--- src/rtl/core/grd_pkg.sv ---
// ----------------------------------------------------------------------------
// grd_pkg
// shared widths, constants and codes of the grid ray stepper
// ----------------------------------------------------------------------------
package grd_pkg;

  localparam int FRAC_BITS = 16;
  localparam int DIR_FRAC  = 14;
  localparam int POS_W     = 24;
  localparam int DIR_W     = 16;
  localparam int DIST_W    = 32;
  localparam int CELL_W    = 16;
  localparam int COL_W     = 6;
  localparam int MAP_W     = 9;

  // serial divider: dividend bits, one quotient bit per cycle
  localparam int DIV_W     = 46;
  localparam int DIV_CNT_W = 6;

  // shift-add multiplier: multiplicand and multiplier widths
  localparam int MUL_A_W   = 32;
  localparam int MUL_B_W   = 17;

  // square root: one result bit per cycle
  localparam int SQRT_STEPS = 32;

  localparam logic [DIST_W-1:0] SAT = {DIST_W{1'b1}};

  typedef logic [DIST_W-1:0] dist_t;

  // operation codes
  localparam logic OP_START = 1'b0;
  localparam logic OP_STEP  = 1'b1;

  // register indexes
  localparam logic CFG_MAP_WIDTH  = 1'b0;
  localparam logic CFG_MAP_HEIGHT = 1'b1;

endpackage

--- src/rtl/core/grd_div.sv ---
// ----------------------------------------------------------------------------
// grd_div
// restoring divider, one quotient bit per cycle
// ----------------------------------------------------------------------------
module grd_div (
  input  logic                      clk,
  input  logic                      rst,
  input  logic                      start,
  input  logic [grd_pkg::DIV_W-1:0] dividend,
  input  logic [15:0]               divisor,
  output logic [grd_pkg::DIV_W-1:0] quotient,
  output logic                      done
);
  import grd_pkg::*;

  logic                 busy;
  logic [DIV_CNT_W-1:0] cnt;
  logic [15:0]          rem;
  logic [16:0]          trial;
  logic                 q_bit;
  logic [16:0]          diff;

  // trial subtract of the shifted remainder
  assign trial = {rem, quotient[DIV_W-1]};
  assign q_bit = (trial >= {1'b0, divisor});
  assign diff  = trial - {1'b0, divisor};

  // iteration register
  always_ff @(posedge clk) begin
    if (rst) begin
      busy <= 1'b0;
      done <= 1'b0;
      cnt  <= '0;
    end else begin
      done <= 1'b0;
      if (start) begin
        busy     <= 1'b1;
        cnt      <= '0;
        rem      <= '0;
        quotient <= dividend;
      end else if (busy) begin
        rem      <= q_bit ? diff[15:0] : trial[15:0];
        quotient <= {quotient[DIV_W-2:0], q_bit};
        cnt      <= cnt + 1'b1;
        if (cnt == DIV_CNT_W'(DIV_W - 1)) begin
          busy <= 1'b0;
          done <= 1'b1;
        end
      end
    end
  end

endmodule

--- src/rtl/core/grid_ray_dda_stepper.sv ---
// ----------------------------------------------------------------------------
// grid_ray_dda_stepper
// fixed point grid ray traverser, one cell per step item
// ----------------------------------------------------------------------------
// usage:
//   input channel (in_valid / in_stall) carries operation, cam_x, cam_y,
//   dir_x, dir_y; operation start loads a ray, operation step moves one cell.
//   every input item gives exactly one result on the output channel
//   (out_valid / out_stall): cell, crossed side, wall distance, texture
//   column and the map bounds flag.
//   cfg_write with cfg_index / cfg_data sets map width and height; write
//   only while idle.
// timing:
//   one item at a time; in_stall is high from transfer until the result
//   is loaded into the output register; the next item is accepted while idle.
//   start: two squares, a square root, two serial divisions, two products,
//   then the send and finish states.
//   step: advance, a serial division, a product, column end and finish;
//   a zero direction or wrong sign skips the division.
// reset: ray state zero except wall_r and col_r, map size 64 by 64, no result pending.
// stall: a finished result waits in the control until the output register
//   frees; a held result stays stable while out_stall is high.
// ----------------------------------------------------------------------------
module grid_ray_dda_stepper (
  input  logic                              clk,
  input  logic                              rst,
  input  logic                              cfg_write,
  input  logic                              cfg_index,
  input  logic [grd_pkg::MAP_W-1:0]         cfg_data,
  input  logic                              in_valid,
  output logic                              in_stall,
  input  logic                              operation,
  input  logic [grd_pkg::POS_W-1:0]         cam_x,
  input  logic [grd_pkg::POS_W-1:0]         cam_y,
  input  logic signed [grd_pkg::DIR_W-1:0]  dir_x,
  input  logic signed [grd_pkg::DIR_W-1:0]  dir_y,
  output logic                              out_valid,
  input  logic                              out_stall,
  output logic signed [grd_pkg::CELL_W-1:0] cell_x,
  output logic signed [grd_pkg::CELL_W-1:0] cell_y,
  output logic                              crossed_side,
  output logic [grd_pkg::DIST_W-1:0]        wall_distance,
  output logic [grd_pkg::COL_W-1:0]         texture_column,
  output logic                              inside_map
);
  import grd_pkg::*;

  localparam logic [3:0] ST_IDLE   = 4'd0;
  localparam logic [3:0] ST_SQ_X   = 4'd1;
  localparam logic [3:0] ST_SQ_Y   = 4'd2;
  localparam logic [3:0] ST_SQRT   = 4'd3;
  localparam logic [3:0] ST_DIV_X  = 4'd4;
  localparam logic [3:0] ST_DIV_Y  = 4'd5;
  localparam logic [3:0] ST_SIDE_X = 4'd6;
  localparam logic [3:0] ST_SIDE_Y = 4'd7;
  localparam logic [3:0] ST_SEND   = 4'd8;
  localparam logic [3:0] ST_ADV    = 4'd9;
  localparam logic [3:0] ST_WALL   = 4'd10;
  localparam logic [3:0] ST_COLM   = 4'd11;
  localparam logic [3:0] ST_CEND   = 4'd12;
  localparam logic [3:0] ST_FIN    = 4'd13;

  localparam logic [MUL_B_W-1:0] POS_ONE = MUL_B_W'(1) << FRAC_BITS;

  logic [3:0]         state;
  logic               first;
  logic [5:0]         cnt;

  logic [MAP_W-1:0]   map_width;
  logic [MAP_W-1:0]   map_height;

  // ray state
  logic [POS_W-1:0]   origin_x;
  logic [POS_W-1:0]   origin_y;
  logic [DIR_W-1:0]   direction_x;
  logic [DIR_W-1:0]   direction_y;
  dist_t              jump_x;
  dist_t              jump_y;
  dist_t              side_x;
  dist_t              side_y;
  logic [CELL_W-1:0]  cur_x;
  logic [CELL_W-1:0]  cur_y;
  logic               sign_x;
  logic               sign_y;
  logic               last_side;
  dist_t              wall_r;
  logic [COL_W-1:0]   col_r;

  // serial units
  logic [MUL_A_W+MUL_B_W:0] prod;
  logic [MUL_A_W-1:0]       mcand;
  logic [MUL_A_W:0]         mul_add;
  logic [31:0]              sumsq;
  logic [63:0]              rad;
  logic [34:0]              sq_rem;
  logic [31:0]              root;
  logic [34:0]              sq_sh;
  logic [34:0]              sq_trial;
  logic                     sq_ge;

  logic                 div_start;
  logic [DIV_W-1:0]     div_dividend;
  logic [15:0]          div_divisor;
  logic [DIV_W-1:0]     div_q;
  logic                 div_done;

  logic [15:0]          mag_x;
  logic [15:0]          mag_y;
  logic                 adv_x;
  logic [MUL_B_W-1:0]   side_mlr_x;
  logic [MUL_B_W-1:0]   side_mlr_y;

  logic [CELL_W-1:0]    sel_cell;
  logic [POS_W-1:0]     sel_pos;
  logic [DIR_W-1:0]     sel_dir;
  logic [15:0]          sel_mag;
  logic                 sel_neg;
  logic [POS_W-1:0]     oth_pos;
  logic [DIR_W-1:0]     oth_dir;
  logic [15:0]          oth_mag;
  logic [33:0]          num;
  logic [33:0]          num_abs;
  logic                 wall_skip;
  dist_t                wall_skip_val;
  dist_t                wall_sat;
  logic [29:0]          col_t;
  logic                 cell_inside;

  function automatic dist_t add_sat(dist_t a, dist_t b);
    logic [DIST_W:0] s;
    s = {1'b0, a} + {1'b0, b};
    if (a == SAT || s[DIST_W]) return SAT;
    return s[DIST_W-1:0];
  endfunction

  assign in_stall = (state != ST_IDLE);

  // magnitudes of the stored direction
  assign mag_x = direction_x[DIR_W-1] ? 16'(-direction_x) : direction_x;
  assign mag_y = direction_y[DIR_W-1] ? 16'(-direction_y) : direction_y;

  // shift-add multiplier step
  assign mul_add = {1'b0, prod[MUL_A_W+MUL_B_W-1:MUL_B_W]}
                 + (prod[0] ? {1'b0, mcand} : {(MUL_A_W+1){1'b0}});

  // square root step, two radicand bits per cycle
  assign sq_sh    = {sq_rem[32:0], rad[63:62]};
  assign sq_trial = {1'b0, root, 2'b01};
  assign sq_ge    = (sq_sh >= sq_trial);

  // first side distance multipliers
  assign side_mlr_x = sign_x ? {1'b0, origin_x[FRAC_BITS-1:0]}
                             : POS_ONE - {1'b0, origin_x[FRAC_BITS-1:0]};
  assign side_mlr_y = sign_y ? {1'b0, origin_y[FRAC_BITS-1:0]}
                             : POS_ONE - {1'b0, origin_y[FRAC_BITS-1:0]};

  assign adv_x = (side_x < side_y);

  // crossed and other axis after the advance
  assign sel_cell = last_side ? cur_y : cur_x;
  assign sel_pos  = last_side ? origin_y : origin_x;
  assign sel_dir  = last_side ? direction_y : direction_x;
  assign sel_mag  = last_side ? mag_y : mag_x;
  assign sel_neg  = last_side ? sign_y : sign_x;
  assign oth_pos  = last_side ? origin_x : origin_y;
  assign oth_dir  = last_side ? direction_x : direction_y;
  assign oth_mag  = last_side ? mag_x : mag_y;

  // signed distance from the origin to the crossed side
  assign num = {{2{sel_cell[CELL_W-1]}}, sel_cell, {FRAC_BITS{1'b0}}}
             - {{(34-POS_W){1'b0}}, sel_pos}
             + (sel_neg ? 34'(POS_ONE) : 34'd0);
  assign num_abs = num[33] ? 34'(-num) : num;

  // zero direction saturates, wrong sign gives zero
  assign wall_skip = (sel_mag == 16'd0) ||
                     ((num != 34'd0) && (num[33] != sel_dir[DIR_W-1]));
  assign wall_skip_val = (sel_mag == 16'd0) ? SAT : '0;
  assign wall_sat = (|div_q[DIV_W-1:DIST_W]) ? SAT : div_q[DIST_W-1:0];

  // hit point fraction on the other axis
  assign col_t = {oth_pos[FRAC_BITS-1:0], {DIR_FRAC{1'b0}}}
               + (oth_dir[DIR_W-1] ? 30'(30'd0 - prod[29:0]) : prod[29:0]);

  assign cell_inside = !cur_x[CELL_W-1] && !cur_y[CELL_W-1] &&
                       (cur_x[CELL_W-1:MAP_W] == '0) && (cur_x[MAP_W-1:0] < map_width) &&
                       (cur_y[CELL_W-1:MAP_W] == '0) && (cur_y[MAP_W-1:0] < map_height);

  // divider control
  assign div_start = first && ((state == ST_DIV_X) || (state == ST_DIV_Y) ||
                               ((state == ST_WALL) && !wall_skip));
  assign div_dividend = (state == ST_WALL) ? {num_abs[31:0], {DIR_FRAC{1'b0}}}
                                           : {{(DIV_W-32){1'b0}}, root};
  assign div_divisor = (state == ST_DIV_X) ? mag_x :
                       (state == ST_DIV_Y) ? mag_y : sel_mag;

  grd_div u_div (
    .clk      (clk),
    .rst      (rst),
    .start    (div_start),
    .dividend (div_dividend),
    .divisor  (div_divisor),
    .quotient (div_q),
    .done     (div_done)
  );

  // sequencer and ray state
  always_ff @(posedge clk) begin
    if (rst) begin
      state       <= ST_IDLE;
      first       <= 1'b0;
      cnt         <= '0;
      out_valid   <= 1'b0;
      map_width   <= MAP_W'(64);
      map_height  <= MAP_W'(64);
      origin_x    <= '0;
      origin_y    <= '0;
      direction_x <= '0;
      direction_y <= '0;
      jump_x      <= '0;
      jump_y      <= '0;
      side_x      <= '0;
      side_y      <= '0;
      cur_x       <= '0;
      cur_y       <= '0;
      sign_x      <= 1'b0;
      sign_y      <= 1'b0;
      last_side   <= 1'b0;
    end else begin
      if (cfg_write) begin
        if (cfg_index == CFG_MAP_WIDTH) map_width <= cfg_data;
        else map_height <= cfg_data;
      end
      // output transfer frees the register unless a new result loads now
      if (out_valid && !out_stall && (state != ST_FIN)) out_valid <= 1'b0;

      case (state)
        ST_IDLE: begin
          if (in_valid) begin
            first <= 1'b1;
            if (operation == OP_START) begin
              origin_x    <= cam_x;
              origin_y    <= cam_y;
              direction_x <= dir_x;
              direction_y <= dir_y;
              cur_x       <= {{(CELL_W-POS_W+FRAC_BITS){1'b0}}, cam_x[POS_W-1:FRAC_BITS]};
              cur_y       <= {{(CELL_W-POS_W+FRAC_BITS){1'b0}}, cam_y[POS_W-1:FRAC_BITS]};
              sign_x      <= dir_x[DIR_W-1];
              sign_y      <= dir_y[DIR_W-1];
              last_side   <= 1'b0;
              wall_r      <= '0;
              col_r       <= '0;
              state       <= ST_SQ_X;
            end else begin
              state <= ST_ADV;
            end
          end
        end

        ST_SQ_X, ST_SQ_Y, ST_SIDE_X, ST_SIDE_Y, ST_COLM: begin
          if (first) begin
            first <= 1'b0;
            cnt   <= '0;
            case (state)
              ST_SQ_X: begin
                prod  <= {{(MUL_A_W+1){1'b0}}, 1'b0, mag_x};
                mcand <= {16'd0, mag_x};
              end
              ST_SQ_Y: begin
                sumsq <= prod[31:0];
                prod  <= {{(MUL_A_W+1){1'b0}}, 1'b0, mag_y};
                mcand <= {16'd0, mag_y};
              end
              ST_SIDE_X: begin
                jump_y <= (mag_y == 16'd0) ? SAT : div_q[DIST_W-1:0];
                prod   <= {{(MUL_A_W+1){1'b0}}, side_mlr_x};
                mcand  <= jump_x;
              end
              ST_SIDE_Y: begin
                side_x <= (jump_x == SAT) ? SAT : prod[FRAC_BITS+DIST_W-1:FRAC_BITS];
                prod   <= {{(MUL_A_W+1){1'b0}}, side_mlr_y};
                mcand  <= jump_y;
              end
              default: begin
                prod  <= {{(MUL_A_W+1){1'b0}}, 1'b0, oth_mag};
                mcand <= wall_r;
              end
            endcase
          end else begin
            prod <= {1'b0, mul_add, prod[MUL_B_W-1:1]};
            cnt  <= cnt + 1'b1;
            if (cnt == 6'(MUL_B_W - 1)) begin
              first <= 1'b1;
              case (state)
                ST_SQ_X:   state <= ST_SQ_Y;
                ST_SQ_Y:   state <= ST_SQRT;
                ST_SIDE_X: state <= ST_SIDE_Y;
                ST_SIDE_Y: state <= ST_SEND;
                default:   state <= ST_CEND;
              endcase
            end
          end
        end

        ST_SQRT: begin
          if (first) begin
            first  <= 1'b0;
            cnt    <= '0;
            rad    <= {sumsq + prod[31:0], 32'd0};
            sq_rem <= '0;
            root   <= '0;
          end else begin
            rad    <= {rad[61:0], 2'b00};
            sq_rem <= sq_ge ? 35'(sq_sh - sq_trial) : sq_sh;
            root   <= {root[30:0], sq_ge};
            cnt    <= cnt + 1'b1;
            if (cnt == 6'(SQRT_STEPS - 1)) begin
              first <= 1'b1;
              state <= ST_DIV_X;
            end
          end
        end

        ST_DIV_X, ST_DIV_Y: begin
          if (first) begin
            first <= 1'b0;
            if (state == ST_DIV_Y) jump_x <= (mag_x == 16'd0) ? SAT : div_q[DIST_W-1:0];
          end else if (div_done) begin
            first <= 1'b1;
            state <= (state == ST_DIV_X) ? ST_DIV_Y : ST_SIDE_X;
          end
        end

        ST_SEND: begin
          side_y <= (jump_y == SAT) ? SAT : prod[FRAC_BITS+DIST_W-1:FRAC_BITS];
          state  <= ST_FIN;
        end

        ST_ADV: begin
          if (adv_x) begin
            side_x    <= add_sat(side_x, jump_x);
            cur_x     <= cur_x + (sign_x ? {CELL_W{1'b1}} : CELL_W'(1));
            last_side <= 1'b0;
          end else begin
            side_y    <= add_sat(side_y, jump_y);
            cur_y     <= cur_y + (sign_y ? {CELL_W{1'b1}} : CELL_W'(1));
            last_side <= 1'b1;
          end
          first <= 1'b1;
          state <= ST_WALL;
        end

        ST_WALL: begin
          if (first) begin
            if (wall_skip) begin
              wall_r <= wall_skip_val;
              first  <= 1'b1;
              state  <= ST_COLM;
            end else begin
              first  <= 1'b0;
            end
          end else if (div_done) begin
            wall_r <= wall_sat;
            first  <= 1'b1;
            state  <= ST_COLM;
          end
        end

        ST_CEND: begin
          col_r <= col_t[29 -: COL_W];
          state <= ST_FIN;
        end

        ST_FIN: begin
          if (!(out_valid && out_stall)) begin
            cell_x         <= cur_x;
            cell_y         <= cur_y;
            crossed_side   <= last_side;
            wall_distance  <= wall_r;
            texture_column <= col_r;
            inside_map     <= cell_inside;
            out_valid      <= 1'b1;
            state          <= ST_IDLE;
          end
        end

        default: begin
          state <= ST_IDLE;
        end
      endcase
    end
  end

`ifndef ASSERT_OFF
  // a finished result with a free output register is loaded at once
  a_fin_load: assert property (@(posedge clk) disable iff (rst)
    (state == ST_FIN) && !(out_valid && out_stall) |=> out_valid && (state == ST_IDLE))
    else $error("finished result not loaded");

  // an input transfer makes the block busy in the next cycle
  a_accept_busy: assert property (@(posedge clk) disable iff (rst)
    in_valid && !in_stall |=> in_stall)
    else $error("block not busy after input transfer");

  // the divider reports only to a state that waits on it
  a_div_owner: assert property (@(posedge clk) disable iff (rst)
    div_done |-> (state == ST_DIV_X) || (state == ST_DIV_Y) || (state == ST_WALL))
    else $error("divider finished outside a division state");
`endif

endmodule

--- config.mk ---
export PLATFORM = sky130hd
export DESIGN_NAME = grid_ray_dda_stepper
export DESIGN_NICKNAME = d
export VERILOG_FILES = /design/src/rtl/core/grd_pkg.sv /design/src/rtl/core/grd_div.sv /design/src/rtl/core/grid_ray_dda_stepper.sv
export SDC_FILE = /design/constraint.sdc
export NUM_CORES = 2
export LEC_CHECK = 0
export ABC_AREA = 1
export BUFFER_PORTS_ARGS = -buffer_cell sky130_fd_sc_hd__buf_4
export CORE_MARGIN = 3
export CORE_UTILIZATION = 25
export CTS_BUF_LIST = sky130_fd_sc_hd__clkbuf_16
export DETAILED_ROUTE_END_ITERATION = 7
export GPL_TIMING_DRIVEN = 0
export PLACE_DENSITY = 0.42
export SLEW_MARGIN = 20
export SYNTH_ARGS = -nofsm -noshare
export SYNTH_HDL_FRONTEND = slang
export SYNTH_SLANG_ARGS = --single-unit
--- constraint.sdc ---
create_clock -name clk -period 16.9 [get_ports clk]
set_input_delay 0.845 -clock clk [delete_from_list [all_inputs] [get_ports clk]]
set_output_delay 0.845 -clock clk [all_outputs]
set_load 0.05 [all_outputs]
==> results.cfg <==
[timing]
slew_headroom_pct = 23.1
setup_viol = 0
rsz0062_at_grt = false
fmax_ghz = 0.123
post-route-period-util_pct = 48.2
fin_crit_ns = 8.14
tns_ns = 0
drv_slew = 0
finalClockSkew_ns = 0.0326
finalHoldViolations = 0
tightest_slew_ns = 1.14
holdWs_ns = 0.407

[synth]
ys_ff_latch = 661
synth-adder-area-share_pct = 8.62
synth_area_leaders = edfxtp_1 25%, dfxtp_1 12%, nand2_1 11%
synth_cell_types = 63
synth_top_area_share_pct = 25.4
yosys-top-cells-count = 1,272 x nand2_1, 652 x inv_1, 641 x nor2_1
synthMuxAreaShare_pct = 0.266
ys.warnings.count = 0
synth_most_common_cell = nand2_1
synthCells = 6107
synth_area_sq_mm = 0.0451
synth_top_family_by_area = simple AND/OR/NAND/NOR gates
synth_xor_area_share_pct = 2.81
synth-edff-count = 382
yosysTopAreaCell = edfxtp_1
yosysSeqAreaShare_pct = 37.8
synth_area_per_cell_sq_um = 7.39
synthSimpleGateAreaFrac_pct = 23.3
syn-num-nets = 6509
yosys_most_used_dff = edfxtp_1
synth_compound_area_share_pct = 19.5
async_flop_share_pct = 0

[die]
core_area_sq_mm = 0.179
num_rows = 155
die_w_um = 431
dieHeight_um = 431
die_area_sq_mm = 0.186
start_util_pct = 25.2
io_pins = 170

[grt]
gr-total-overflow = 0
grt_pass1_vias = 42029
grt_max_degree = 47
grt_antenna_before_repair = 10
track_usage_pct = 22.1
grt_pass1_wl_um = 301000

[worst_setup_path]
setup.worst_path.class = flip-flop to flip-flop
rr_worst_depth = 28
r2r_slack_ns = 8.76
start_kind = flip-flop
r2r_end = u_div.quotient[25]$_DFFE_PP_
slowest_stage = buf_1
arrival_ns = 8.49
max_stage_delay_ns = 0.60
path_max_fanout = 46
end_kind = flip-flop
critPathRequiredTime_ns = 17.25
rr_startpoint = last_side$_SDFFE_PP0P_

[worst_hold_path]
hold_start = cfg_data[6]
hold_class = input port to flip-flop
worstHoldPathCells = 3
min_to = map_width[6]$_SDFFE_PP1P_

[routing]
viasPerCell = 5.06
via_count = 44576
routedWlPerCell_um = 24.0
drt_iter0_drc = 4067
antenna_left = 0
firstDrtPassIters = 5
drcViolationCount = 0
routed_wl_um = 212000

[cells_and_area]
fill_cells = 19466
layout-drive-gt1-share_pct = 6.73
area_growth_pct = 16.2
regArea_sq_mm = 0.0171
fin_util_pct = 29.3
multiInputGateArea_sq_mm = 0.0247
layout.nets = 6781

[cts]
cts_buffer_depth = 3
h-tree-depth = 3
hold_buffers = 0
cts_sinks = 661
cts_tree = done
cts_root_buffer = clkbuf_16
clk_pin_slew_ns = 0.06
post_cts_buffers = 0
clock_latency_ns = 0.70
cts_resized = 0
cts_made_buffers = 84

[place]
portBuffers = 168
place.gp.congestion = 0.944
detailed_place_hpwl_um = 175000

[power]
report.power.total_mw = 8.56
power.density_mw_per_mm2 = 163
leakagePower_nw = 21.9
ir_drop_mv = 0.119

[outcome]
outcome = finished, final reports clean

[flow_run]
maxCapViolCount = 0
report_power, final:
part	switching [mW]	leakage, nW	internal [mW]
logic	3.08	14.9	1.31
registers	0.323	5.70	2.03
clock network	0.795	1.36	1.02
state kept, by name, summed over array words and instances (netlist names), 24 cells and up:
register,count
origin_x,24
wall_distance,32
jump_y,32
root,32
prod,49
mcand,32
wall_r,32
u_div.quotient,46
origin_y,24
sumsq,32
side_y,32
sq_rem,33
side_x,32
jump_x,32
rad,32
how the worst max path moves through the flow:
stage / start / depth (start not counted) / to
global route: last_side$_SDFFE_PP0P_ / 26 / u_div.quotient[25]$_DFFE_PP_
floorplan: last_side$_SDFFE_PP0P_ / 27 / u_div.quotient[0]$_DFFE_PP_
detailed placement: last_side$_SDFFE_PP0P_ / 28 / u_div.quotient[26]$_DFFE_PP_
global placement: last_side$_SDFFE_PP0P_ / 27 / u_div.quotient[25]$_DFFE_PP_
CTS: last_side$_SDFFE_PP0P_ / 28 / u_div.quotient[23]$_DFFE_PP_
finish: last_side$_SDFFE_PP0P_ / 28 / u_div.quotient[25]$_DFFE_PP_
area by class of cell:
cell class | count | share of cell area [%]
Inverter | 664 | 4.77
Clock inverter | 68 | 0.991
Multi-Input combinational cell | 4551 | 47.0
Antenna cell | 4 | 0.0191
Tap cell | 2355 | 5.62
Clock buffer | 88 | 4.20
Timing Repair Buffer | 186 | 2.99
Sequential cell | 661 | 32.5
Buffer | 231 | 1.82
metal layers:
metal,global-route usage (%),vias up,share of wire [%]
met1,30.8,21428,46
li1,-,21537,-
met3,2.68,242,5.4
met2,35.0,1369,44
met5,0,-,0
met4,8.29,0,3.9
logic make-up after synthesis:
family | count (synthesis)
xor gates and xnor gates | 145
and+or+nand+nor | 2513
buffers and inverters | 895
AOI/OAI and AO/OA | 1575
muxes | 12
DFF | 661
adders and majority gates | 306
cells in the final DEF (no fill, tap or decap), types with 12 or more instances in the layout:
cell,n
a21boi_0,19
o22ai_1,17
o221ai_1,36
nor2_1,638
nand4_1,82
nor4_1,24
o21ai_0,611
nand3_1,295
o2111ai_1,16
a221oi_1,55
a21oi_1,609
ha_1,298
o211ai_1,26
o21bai_1,16
clkbuf_16,88
inv_1,665
edfxtp_1,382
xnor2_1,56
clkinv_1,19
buf_4,187
nand2_1,1272
clkinv_2,15
a31oi_1,47
nor3_1,100
buf_1,14
a21o_1,30
xor2_1,89
nand3b_1,15
nor2_2,17
clkbuf_1,190
mux2i_1,12
dfxtp_1,279
a211oi_1,19
or2_2,35
o21a_1,26
o21ai_1,13
worst max-delay path: cells and delay by family, from the launching register on:
| kind | cells | cell delay, ns |
|---|---|---|
| fa+ha+maj | 2 | 0.94 |
| buf+inv | 10 | 3.62 |
| simple gates | 12 | 1.61 |
| compound gates | 4 | 1.12 |
| flops | 1 | 0.44 |
through the flow:
stage               area [sq um]  cells  worst slack [ns]
finish                     52400   8808              8.76
global route               52400   8804              8.14
CTS                        52400   8804              8.83
detailed placement         49700   8648              8.86
global placement           49300   8630              7.35
floorplan                  45100   6107             10.78
Power figures use the tool's default switching activity.
